**config.mk**
```make
export PLATFORM = sky130hd
export DESIGN_NAME = distance_vector_route_update_core
export DESIGN_NICKNAME = d
export VERILOG_FILES = /design/src/rtl/dvru_pkg.sv /design/src/rtl/dvru_vec_mem.sv /design/src/rtl/dvru_relax.sv /design/src/rtl/distance_vector_route_update_core.sv
export SDC_FILE = /design/constraint.sdc
export NUM_CORES = 2
export LEC_CHECK = 0
export ABC_AREA = 0
export BUFFER_PORTS_ARGS = -buffer_cell sky130_fd_sc_hd__buf_2
export CAP_MARGIN = 30
export CORE_UTILIZATION = 50
export DETAILED_ROUTE_END_ITERATION = 12
export PLACE_DENSITY_LB_ADDON = 0.05
export SLEW_MARGIN = 20
export SYNTH_ARGS = -nofsm -noshare
export SYNTH_HDL_FRONTEND = slang
export SYNTH_HIERARCHICAL = 1
export SYNTH_SLANG_ARGS = --single-unit
```
**constraint.sdc**
```tcl
create_clock -name clk -period 11.7 [get_ports clk]
set_input_delay 0.585 -clock clk [delete_from_list [all_inputs] [get_ports clk]]
set_output_delay 0.585 -clock clk [all_outputs]
set_load 0.005 [all_outputs]
```
**src/rtl/dvru_pkg.sv**
```systemverilog
`default_nettype none
// ----------------------------------------------------------------------------
// dvru_pkg - shared types and constants of the distance-vector route engine
// Router count, cost widths, memory request and relaxation control structs.
// ----------------------------------------------------------------------------
package dvru_pkg;

    localparam int ROUTERS = 16;
    localparam int IDX_W   = $clog2(ROUTERS);
    localparam int COST_W  = 7;
    localparam int SUM_W   = COST_W + 1;
    localparam int HOP_W   = 5;
    localparam int ROW_W   = ROUTERS * COST_W;

    localparam logic [COST_W-1:0] UNREACH     = 7'd100;
    localparam logic [ROW_W-1:0]  ROW_UNREACH = {ROUTERS{UNREACH}};
    localparam logic [HOP_W-1:0]  NO_HOP      = HOP_W'(ROUTERS);

    // input item kinds
    localparam logic KIND_LINK   = 1'b0;
    localparam logic KIND_VECTOR = 1'b1;

    // register index, taken from paddr[2]
    localparam logic REG_OWN_ROUTER = 1'b0;

    typedef enum logic [2:0] {
        S_IDLE,
        S_LD_RD,
        S_LD_WR,
        S_SCAN_RD,
        S_SCAN,
        S_EMIT
    } dvru_state_t;

    typedef enum logic [1:0] {
        OP_NONE,
        OP_LANE,
        OP_POISON
    } dvru_op_t;

    // one row of the vector memory holds one destination column of all routers
    typedef struct packed {
        logic             rd_en;
        logic [IDX_W-1:0] rd_addr;
        logic             wr_en;
        logic [IDX_W-1:0] wr_addr;
        logic [ROW_W-1:0] wr_data;
    } mem_req_t;

    typedef struct packed {
        logic start;
        logic step;
    } relax_ctl_t;

    function automatic logic [COST_W-1:0] lane_get(input logic [ROW_W-1:0] row,
                                                   input logic [IDX_W-1:0] idx);
        lane_get = row[idx*COST_W +: COST_W];
    endfunction

    function automatic logic [ROW_W-1:0] lane_set(input logic [ROW_W-1:0]  row,
                                                  input logic [IDX_W-1:0]  idx,
                                                  input logic [COST_W-1:0] val);
        logic [ROW_W-1:0] res;
        res = row;
        for (int k = 0; k < ROUTERS; k++)
        begin
            if (IDX_W'(k) == idx)
            begin
                res[k*COST_W +: COST_W] = val;
            end
        end
        lane_set = res;
    endfunction

endpackage
`default_nettype wire

```
**src/rtl/dvru_vec_mem.sv**
```systemverilog
`default_nettype none
// ----------------------------------------------------------------------------
// dvru_vec_mem - advertised cost memory
// One row per destination, one lane per advertising router. Synchronous
// read, data in the next cycle; rows never written read as all unreachable.
// ----------------------------------------------------------------------------
module dvru_vec_mem (
    input  wire logic                      clk,
    input  wire logic                      rst_n,
    input  wire dvru_pkg::mem_req_t        req,
    output logic [dvru_pkg::ROW_W-1:0]     rd_data
);
    import dvru_pkg::*;

    logic [ROW_W-1:0] mem [ROUTERS];
    logic [ROUTERS-1:0] vld_reg;
    logic [ROW_W-1:0] rd_data_reg;
    logic             rd_vld_reg;

    // write and read the row array
    always_ff @(posedge clk)
    begin
        if (req.wr_en)
        begin
            mem[req.wr_addr] <= req.wr_data;
        end
        if (req.rd_en)
        begin
            rd_data_reg <= mem[req.rd_addr];
        end
    end

    // track written rows and the validity of the read data
    always_ff @(posedge clk or negedge rst_n)
    begin
        if (!rst_n)
        begin
            vld_reg    <= '0;
            rd_vld_reg <= 1'b0;
        end
        else
        begin
            if (req.wr_en)
            begin
                vld_reg[req.wr_addr] <= 1'b1;
            end
            if (req.rd_en)
            begin
                rd_vld_reg <= vld_reg[req.rd_addr];
            end
        end
    end

    // substitute the reset value for rows never written
    assign rd_data = rd_vld_reg ? rd_data_reg : ROW_UNREACH;

endmodule
`default_nettype wire

```
**src/rtl/dvru_relax.sv**
```systemverilog
`default_nettype none
// ----------------------------------------------------------------------------
// dvru_relax - relaxation unit
// Adds link and advertised cost of one candidate per cycle and keeps the
// cheapest reachable sum and its hop; later candidates win ties.
// ----------------------------------------------------------------------------
module dvru_relax (
    input  wire logic                        clk,
    input  wire dvru_pkg::relax_ctl_t        ctl,
    input  wire logic [dvru_pkg::IDX_W-1:0]  cand,
    input  wire logic [dvru_pkg::COST_W-1:0] link,
    input  wire logic [dvru_pkg::COST_W-1:0] adv,
    output logic [dvru_pkg::COST_W-1:0]      best,
    output logic [dvru_pkg::HOP_W-1:0]       hop
);
    import dvru_pkg::*;

    logic [COST_W-1:0] best_reg;
    logic [COST_W-1:0] best_next;
    logic [HOP_W-1:0]  hop_reg;
    logic [HOP_W-1:0]  hop_next;
    logic [SUM_W-1:0]  sum;
    logic              take;

    // compare the candidate sum against the running best
    always_comb
    begin
        sum       = {1'b0, link} + {1'b0, adv};
        take      = (sum < {1'b0, UNREACH}) && (sum <= {1'b0, best_reg});
        best_next = best_reg;
        hop_next  = hop_reg;
        if (ctl.start)
        begin
            best_next = UNREACH;
            hop_next  = NO_HOP;
        end
        else if (ctl.step && take)
        begin
            best_next = sum[COST_W-1:0];
            hop_next  = HOP_W'(cand);
        end
    end

    always_ff @(posedge clk)
    begin
        best_reg <= best_next;
        hop_reg  <= hop_next;
    end

    assign best = best_reg;
    assign hop  = hop_reg;

endmodule
`default_nettype wire

```
**src/rtl/distance_vector_route_update_core.sv**
```systemverilog
`default_nettype none
// ----------------------------------------------------------------------------
// distance_vector_route_update_core - distance-vector route engine
// Keeps link costs and advertised vectors, recomputes routes on demand.
// ----------------------------------------------------------------------------
// Usage:
//   Input channel (in_valid/in_ready) carries link items and vector items.
//   An item is taken only while the engine is idle. A link item or a plain
//   vector item reads one memory row, modifies it and writes it back; a
//   poisoning vector item (cost 100) only writes the row as unreachable;
//   an ignored item is dropped. An item with last_entry set then starts
//   a recompute that walks every destination: a row read, a step through
//   the relaxation adder for each router, then a write-back. The walk is
//   sequential through the single adder of the relaxation unit and the
//   one memory port.
//   Output channel (out_valid/out_ready) delivers one transfer per
//   destination in ascending order, the final one flagged by last_route.
//   A waiting result sits in the output register; while the receiver stalls
//   the walk holds at the write-back of the next destination.
//   Reset clears all link costs and advertised costs to unreachable and sets
//   own_router to 0. own_router is written over the APB port at offset 0,
//   by the user only while the engine is idle; the block does not check it.
// ----------------------------------------------------------------------------
module distance_vector_route_update_core (
    input  wire logic        clk,
    input  wire logic        rst_n,
    // configuration port
    input  wire logic        psel,
    input  wire logic        penable,
    input  wire logic        pwrite,
    input  wire logic [2:0]  paddr,
    input  wire logic [31:0] pwdata,
    output logic [31:0]      prdata,
    output logic             pready,
    // input channel
    input  wire logic        in_valid,
    output logic             in_ready,
    input  wire logic        kind,
    input  wire logic [3:0]  router,
    input  wire logic [3:0]  destination,
    input  wire logic [6:0]  cost,
    input  wire logic        last_entry,
    // output channel
    output logic             out_valid,
    input  wire logic        out_ready,
    output logic [3:0]       route_destination,
    output logic [6:0]       best_cost,
    output logic [4:0]       next_hop,
    output logic             changed,
    output logic             last_route
);
    import dvru_pkg::*;

    dvru_state_t       state_reg, state_next;
    dvru_op_t          op_reg, op_next;
    logic [IDX_W-1:0]  addr_reg, addr_next;
    logic [IDX_W-1:0]  lane_reg, lane_next;
    logic [COST_W-1:0] val_reg, val_next;
    logic              link_wr_reg, link_wr_next;
    logic              last_reg, last_next;
    logic [IDX_W-1:0]  d_reg, d_next;
    logic [IDX_W-1:0]  j_reg, j_next;
    logic [IDX_W-1:0]  own_router_reg;
    logic [COST_W-1:0] link_cost_reg [ROUTERS];

    logic              out_valid_reg, out_valid_next;
    logic [3:0]        out_dest_reg, out_dest_next;
    logic [COST_W-1:0] out_cost_reg, out_cost_next;
    logic [HOP_W-1:0]  out_hop_reg, out_hop_next;
    logic              out_chg_reg, out_chg_next;
    logic              out_last_reg, out_last_next;

    mem_req_t          mem_req;
    logic [ROW_W-1:0]  rd_data;
    relax_ctl_t        relax_ctl;
    logic [COST_W-1:0] link_sel;
    logic [COST_W-1:0] adv_sel;
    logic [COST_W-1:0] best;
    logic [HOP_W-1:0]  hop;
    logic [COST_W-1:0] cost_sat;
    logic              in_fire;
    logic              cfg_wr;
    logic              rtr_ok;
    logic              dst_ok;
    logic              out_free;

    dvru_vec_mem u_mem (
        .clk     (clk),
        .rst_n   (rst_n),
        .req     (mem_req),
        .rd_data (rd_data)
    );

    dvru_relax u_relax (
        .clk  (clk),
        .ctl  (relax_ctl),
        .cand (j_reg),
        .link (link_sel),
        .adv  (adv_sel),
        .best (best),
        .hop  (hop)
    );

    // configuration port
    assign pready = 1'b1;
    assign cfg_wr = psel && penable && pwrite;
    assign prdata = (paddr[2] == REG_OWN_ROUTER) ? 32'(own_router_reg) : '0;

    always_ff @(posedge clk or negedge rst_n)
    begin
        if (!rst_n)
        begin
            own_router_reg <= '0;
        end
        else if (cfg_wr && (paddr[2] == REG_OWN_ROUTER)
                 && ({1'b0, pwdata[3:0]} < 5'(ROUTERS)))
        begin
            own_router_reg <= IDX_W'(pwdata[3:0]);
        end
    end

    // candidate operands for the relaxation unit
    assign link_sel = (j_reg == own_router_reg) ? '0 : link_cost_reg[j_reg];
    assign adv_sel  = lane_get(rd_data, j_reg);

    assign cost_sat = (cost > UNREACH) ? UNREACH : cost;
    assign rtr_ok   = {1'b0, router} < 5'(ROUTERS);
    assign dst_ok   = {1'b0, destination} < 5'(ROUTERS);
    assign in_ready = (state_reg == S_IDLE);
    assign in_fire  = in_valid && in_ready;
    assign out_free = !out_valid_reg || out_ready;

    // next state, memory requests and result register
    always_comb
    begin
        state_next     = state_reg;
        op_next        = op_reg;
        addr_next      = addr_reg;
        lane_next      = lane_reg;
        val_next       = val_reg;
        link_wr_next   = link_wr_reg;
        last_next      = last_reg;
        d_next         = d_reg;
        j_next         = j_reg;
        out_valid_next = out_valid_reg && !out_ready;
        out_dest_next  = out_dest_reg;
        out_cost_next  = out_cost_reg;
        out_hop_next   = out_hop_reg;
        out_chg_next   = out_chg_reg;
        out_last_next  = out_last_reg;
        mem_req        = '0;
        relax_ctl      = '0;

        case (state_reg)
            S_IDLE:
            begin
                if (in_fire)
                begin
                    last_next    = last_entry;
                    val_next     = cost_sat;
                    link_wr_next = 1'b0;
                    op_next      = OP_NONE;
                    addr_next    = IDX_W'(destination);
                    lane_next    = IDX_W'(router);
                    if (kind == KIND_LINK)
                    begin
                        if (rtr_ok)
                        begin
                            // own vector entry lies in the column of the neighbour
                            op_next      = OP_LANE;
                            addr_next    = IDX_W'(router);
                            lane_next    = own_router_reg;
                            link_wr_next = 1'b1;
                        end
                    end
                    else if (rtr_ok && dst_ok)
                    begin
                        op_next = (cost_sat == UNREACH) ? OP_POISON : OP_LANE;
                    end

                    if (kind == KIND_LINK ? rtr_ok : (rtr_ok && dst_ok))
                    begin
                        if (kind == KIND_VECTOR && cost_sat == UNREACH)
                        begin
                            state_next = S_LD_WR;
                        end
                        else
                        begin
                            state_next = S_LD_RD;
                        end
                    end
                    else if (last_entry)
                    begin
                        d_next     = '0;
                        state_next = S_SCAN_RD;
                    end
                end
            end

            S_LD_RD:
            begin
                mem_req.rd_en   = 1'b1;
                mem_req.rd_addr = addr_reg;
                state_next      = S_LD_WR;
            end

            S_LD_WR:
            begin
                mem_req.wr_en   = 1'b1;
                mem_req.wr_addr = addr_reg;
                mem_req.wr_data = (op_reg == OP_POISON) ? ROW_UNREACH
                                : lane_set(rd_data, lane_reg, val_reg);
                d_next          = '0;
                state_next      = last_reg ? S_SCAN_RD : S_IDLE;
            end

            S_SCAN_RD:
            begin
                mem_req.rd_en   = 1'b1;
                mem_req.rd_addr = d_reg;
                relax_ctl.start = 1'b1;
                j_next          = IDX_W'(ROUTERS - 1);
                state_next      = S_SCAN;
            end

            S_SCAN:
            begin
                // walk from the top so the lowest index wins ties
                relax_ctl.step = 1'b1;
                j_next         = j_reg - 1'b1;
                if (j_reg == '0)
                begin
                    state_next = S_EMIT;
                end
            end

            S_EMIT:
            begin
                if (out_free)
                begin
                    out_valid_next  = 1'b1;
                    out_dest_next   = 4'(d_reg);
                    out_cost_next   = best;
                    out_hop_next    = hop;
                    out_chg_next    = (best != lane_get(rd_data, own_router_reg));
                    out_last_next   = (d_reg == IDX_W'(ROUTERS - 1));
                    mem_req.wr_en   = 1'b1;
                    mem_req.wr_addr = d_reg;
                    mem_req.wr_data = lane_set(rd_data, own_router_reg, best);
                    if (d_reg == IDX_W'(ROUTERS - 1))
                    begin
                        state_next = S_IDLE;
                    end
                    else
                    begin
                        d_next     = d_reg + 1'b1;
                        state_next = S_SCAN_RD;
                    end
                end
            end

            default:
            begin
                state_next = S_IDLE;
            end
        endcase
    end

    // control state
    always_ff @(posedge clk or negedge rst_n)
    begin
        if (!rst_n)
        begin
            state_reg     <= S_IDLE;
            out_valid_reg <= 1'b0;
        end
        else
        begin
            state_reg     <= state_next;
            out_valid_reg <= out_valid_next;
        end
    end

    // link costs start unreachable
    always_ff @(posedge clk or negedge rst_n)
    begin
        if (!rst_n)
        begin
            for (int k = 0; k < ROUTERS; k++)
            begin
                link_cost_reg[k] <= UNREACH;
            end
        end
        else if (state_reg == S_LD_WR && link_wr_reg)
        begin
            link_cost_reg[addr_reg] <= val_reg;
        end
    end

    // item fields, walk counters and result payload
    always_ff @(posedge clk)
    begin
        op_reg       <= op_next;
        addr_reg     <= addr_next;
        lane_reg     <= lane_next;
        val_reg      <= val_next;
        link_wr_reg  <= link_wr_next;
        last_reg     <= last_next;
        d_reg        <= d_next;
        j_reg        <= j_next;
        out_dest_reg <= out_dest_next;
        out_cost_reg <= out_cost_next;
        out_hop_reg  <= out_hop_next;
        out_chg_reg  <= out_chg_next;
        out_last_reg <= out_last_next;
    end

    assign out_valid         = out_valid_reg;
    assign route_destination = out_dest_reg;
    assign best_cost         = out_cost_reg;
    assign next_hop          = out_hop_reg;
    assign changed           = out_chg_reg;
    assign last_route        = out_last_reg;

`ifndef NO_ASSERTIONS
    // the single memory port never reads and writes in one cycle
    a_mem_port: assert property (@(posedge clk) disable iff (!rst_n)
        !(mem_req.rd_en && mem_req.wr_en))
        else $error("memory read and write in the same cycle");

    // a result is unreachable exactly when it names no hop
    a_no_route: assert property (@(posedge clk) disable iff (!rst_n)
        out_valid |-> ((best_cost == UNREACH) == (next_hop == NO_HOP)))
        else $error("best cost and next hop disagree on reachability");

    // the final result describes the last destination
    a_last_dest: assert property (@(posedge clk) disable iff (!rst_n)
        out_valid && last_route |-> (route_destination == 4'(ROUTERS - 1)))
        else $error("last_route on a destination other than the last");

    // a scan of one destination ends only in the write-back
    a_scan_exit: assert property (@(posedge clk) disable iff (!rst_n)
        state_reg == S_SCAN |=> (state_reg == S_SCAN || state_reg == S_EMIT))
        else $error("scan left without write-back");

    // every scan is preceded by its row read
    a_scan_entry: assert property (@(posedge clk) disable iff (!rst_n)
        $rose(state_reg == S_SCAN) |-> $past(state_reg) == S_SCAN_RD)
        else $error("scan started without row read");
`endif

endmodule
`default_nettype wire
```
==> run summary <==
Fin nets -> 4347
Actual slew at the worst max-slew pin -> 1.142 ns
CTS buffer count -> 212
I/O Buffers -> 52
Initial antenna violation count -> 7
Total grt overflow -> 0
Die width -> 417.4 um
Prevailing post-synth register cell -> edfxtp_1
PD cells -> 240.6 nW/um^2
Initial Utilization -> 0.5030
Multi-input logic area -> 22930 sq um
Final Wtd Congestion -> 0.8883
Die ar. -> 174200 sq um
TritonCTS clock tree -> done
Rel. slew slack -> 0.2386
Req. time, crit path -> 12.45 ns
Core area -> 171500 sq um
Root buffer cell -> clkbuf_16
Routed wl met2 -> 108.3 mm
Max FFs per register -> 1792
Met3 WL -> 13.90 mm
Post-route ant nets -> 0
Postcts setup bufs -> 0
Worst setup path end -> u_relax/best[1]$_SDFFE_PP0P_
Die Ht -> 417.4 um
Worst setup EP type -> flip-flop
Number of synthesized flops with an enable pin -> 1949
Period utilization -> 0.5462
Slew Limit Fails -> 0
Synth top area share -> 0.6783
Peak VDD IR -> 200.9 uV
Hold Path Class -> input pin to flip-flop
Reg area -> 62260 sq um
Worst skew pair latency -> 0.88 ns
Setup WS pre-CTS -> 5.110 ns
Vias -> 42500
Ys async rst share -> 0.06530
Crit Path Category -> flip-flop to flip-flop
Hold Path Cell Cnt -> 2
Cell Area, Placed -> 90180 sq um
Post-Syn Area -> 86290 sq um
Origin of the critical flop-to-flop path -> u_mem/rd_vld_reg$_DFFE_PN0P_
First-pass GRT wire length -> 324.2 mm
Yosys warnings -> 6
Row Count -> 152
Yosys top cell by area -> edfxtp_1
Fillcell total -> 12870
Hold buffer count at CTS -> 5
DRC viols -> 0
Drt pass-1 iters -> 7
Flops & latches, synth -> 2098
Upper clock frequency limit -> 0.1565 GHz
Final min period -> 6.391 ns
Startpoint types -> flip-flop
Initial detailed-routing violation count -> 4487
Total GRT Usage -> 0.2643
Reg2reg setup slack -> 5.31 ns
Clk slew on worst S/H paths -> 0.06 ns
Crit Path Max Fanout -> 66
Final Cell Area -> 97140 sq um
RR Endpoint -> u_relax/best[1]$_SDFFE_PP0P_
Post_cts resized -> 0
Mapped Cells -> 4042
Reg2Reg Depth -> 17
IO Pins -> 112
Hold WS -> 0.05385 ns
Status -> finished clean
Final Skew -> 0.03494 ns
Max layer used -> met4
Final setup fails -> 0
Syn_area_per_cell -> 21.35 sq um
Final hold vios -> 0
Worst setup path start -> u_mem/rd_vld_reg$_DFFE_PN0P_
RSZ-0062 raised after global routing -> no
Most common cell after layout, fill and taps aside -> edfxtp_1
Routed length on met1 -> 100.6 mm
CTS Buffer Depth -> 3
Max_cap viols -> 0
Register area share after synthesis -> 0.7215
P&R area growth vs syn -> 12.57%
Via-to-Cell Ratio -> 6.281
CTS HTree Levels -> 4
Detailed Route WL -> 227.7 mm
Setup TNS -> 0 ns
Commonest cells after routing, fill and taps aside -> 1949 x edfxtp_1, 651 x mux4_2, 215 x clkbuf_16
Routed length per instance -> 33.65 um
Share of layout cells above drive strength 1 -> 0.3406
Leakage -> 31.49 nW
Yosys cell types -> 64
Vias in the first global route -> 42520
Worst EP arrival -> 7.14 ns
Final HPWL DP -> 123.7 mm
Largest net degree at the start of global routing -> 114
Synth area leaders -> edfxtp_1 68%, mux4_2 17%, dfrtp_1 2.6%, mux2i_1 2.3%, mux2_2 1.9%
Final setup margin -> 5.309 ns
TritonCTS Sinks -> 2098
[synth_stat cells, drive strengths merged (5+ instances only)]
library cell / instances
a211oi: 36
a21oi: 11
and2: 69
buf: 124
clkbuf: 162
dfrtp: 89
dfstp: 48
dfxtp: 12
edfxtp: 1949
ha: 16
inv: 24
mux2: 145
mux2i: 202
mux4: 657
nand2: 37
nand2b: 74
nand3: 15
nand3b: 5
nand4: 5
nor2: 52
nor2b: 56
nor3: 22
o21ai: 41
o22ai: 100
or2: 24
xnor2: 9
xor2: 11
[layout make-up]
type,instances,share of cell area
repair buffers,274,0.02280
multi-input cells,1660,0.2361
well taps,2310,0.02975
inverters,25,0.001018
clock inverters,133,0.01153
clock buffers,264,0.05780
diodes,2,0.00005152
flip-flops and latches,2098,0.6410
[power breakdown]
part	leakage, nW	switching [mW]	internal, mW
combinational	8.43	3.83	2.92
clock	3.30	2.88	3.69
sequential	19.8	0.342	9.71
[critical path: stages, from the launching register on]
cell,delay (ns)
dfrtp_4,0.82
buf_4,0.70
nand2b_1,0.27
mux4_2,0.52
mux4_2,0.52
ha_1,0.38
nor2b_4,0.16
o31a_1,0.29
or4b_4,0.51
o2111ai_4,0.15
ha_1,0.30
nand3_1,0.10
nor2_1,0.05
a221oi_1,0.24
a31oi_1,0.13
a311oi_4,0.49
buf_6,0.25
mux2_1,0.33
[metrics by stage]
stage	util	std cells	power [mW]
final	0.5662	6766	23.37
after global routing	0.5662	6764	24.23
after CTS	0.5652	6755	23.48
after detailed placement	0.5257	6353	16.91
after global placement	0.5227	6312	16.78
after floorplan	-	4069	14.70
[metal layers]
layer  vias to the layer above  global-route usage
li1                      17340                   -
met1                     23440              0.3965
met2                      1443              0.4118
met3                       279             0.03922
met4                         0             0.06451
met5                         -                   0
[cell families (layout without fill, tap and decap cells)]
family / after synthesis / count (layout) / share of synthesized area
flip-flops: 2098 / 2098 / 0.7215
multiplexers: 1004 / 1004 / 0.2141
AND/OR/NAND/NOR: 379 / 379 / 0.02574
buffers and inverters: 311 / 696 / 0.01795
AO/OA/AOI/OAI: 211 / 211 / 0.01608
XOR/XNOR: 20 / 20 / 0.002030
adder cells (fa/ha/maj): 17 / 17 / 0.002552
other: 2 / 31 / 0.00008703
[how the worst min path moves through the flow]
stage	start	endpoint
4_1_cts	cost[2]	val_reg[2]$_DFFE_PP_
3_5_place_dp	u_relax/hop[2]$_SDFFE_PP0P_	next_hop[2]$_DFFE_PP_
3_3_place_gp	u_relax/hop[1]$_SDFFE_PP0P_	next_hop[1]$_DFFE_PP_
5_1_grt	cost[2]	val_reg[2]$_DFFE_PP_
6_report	cost[2]	val_reg[2]$_DFFE_PP_
2_1_floorplan	rst_n	link_cost_reg[0]$_DFFE_PN0P_
Power figures use the tool's default switching activity.
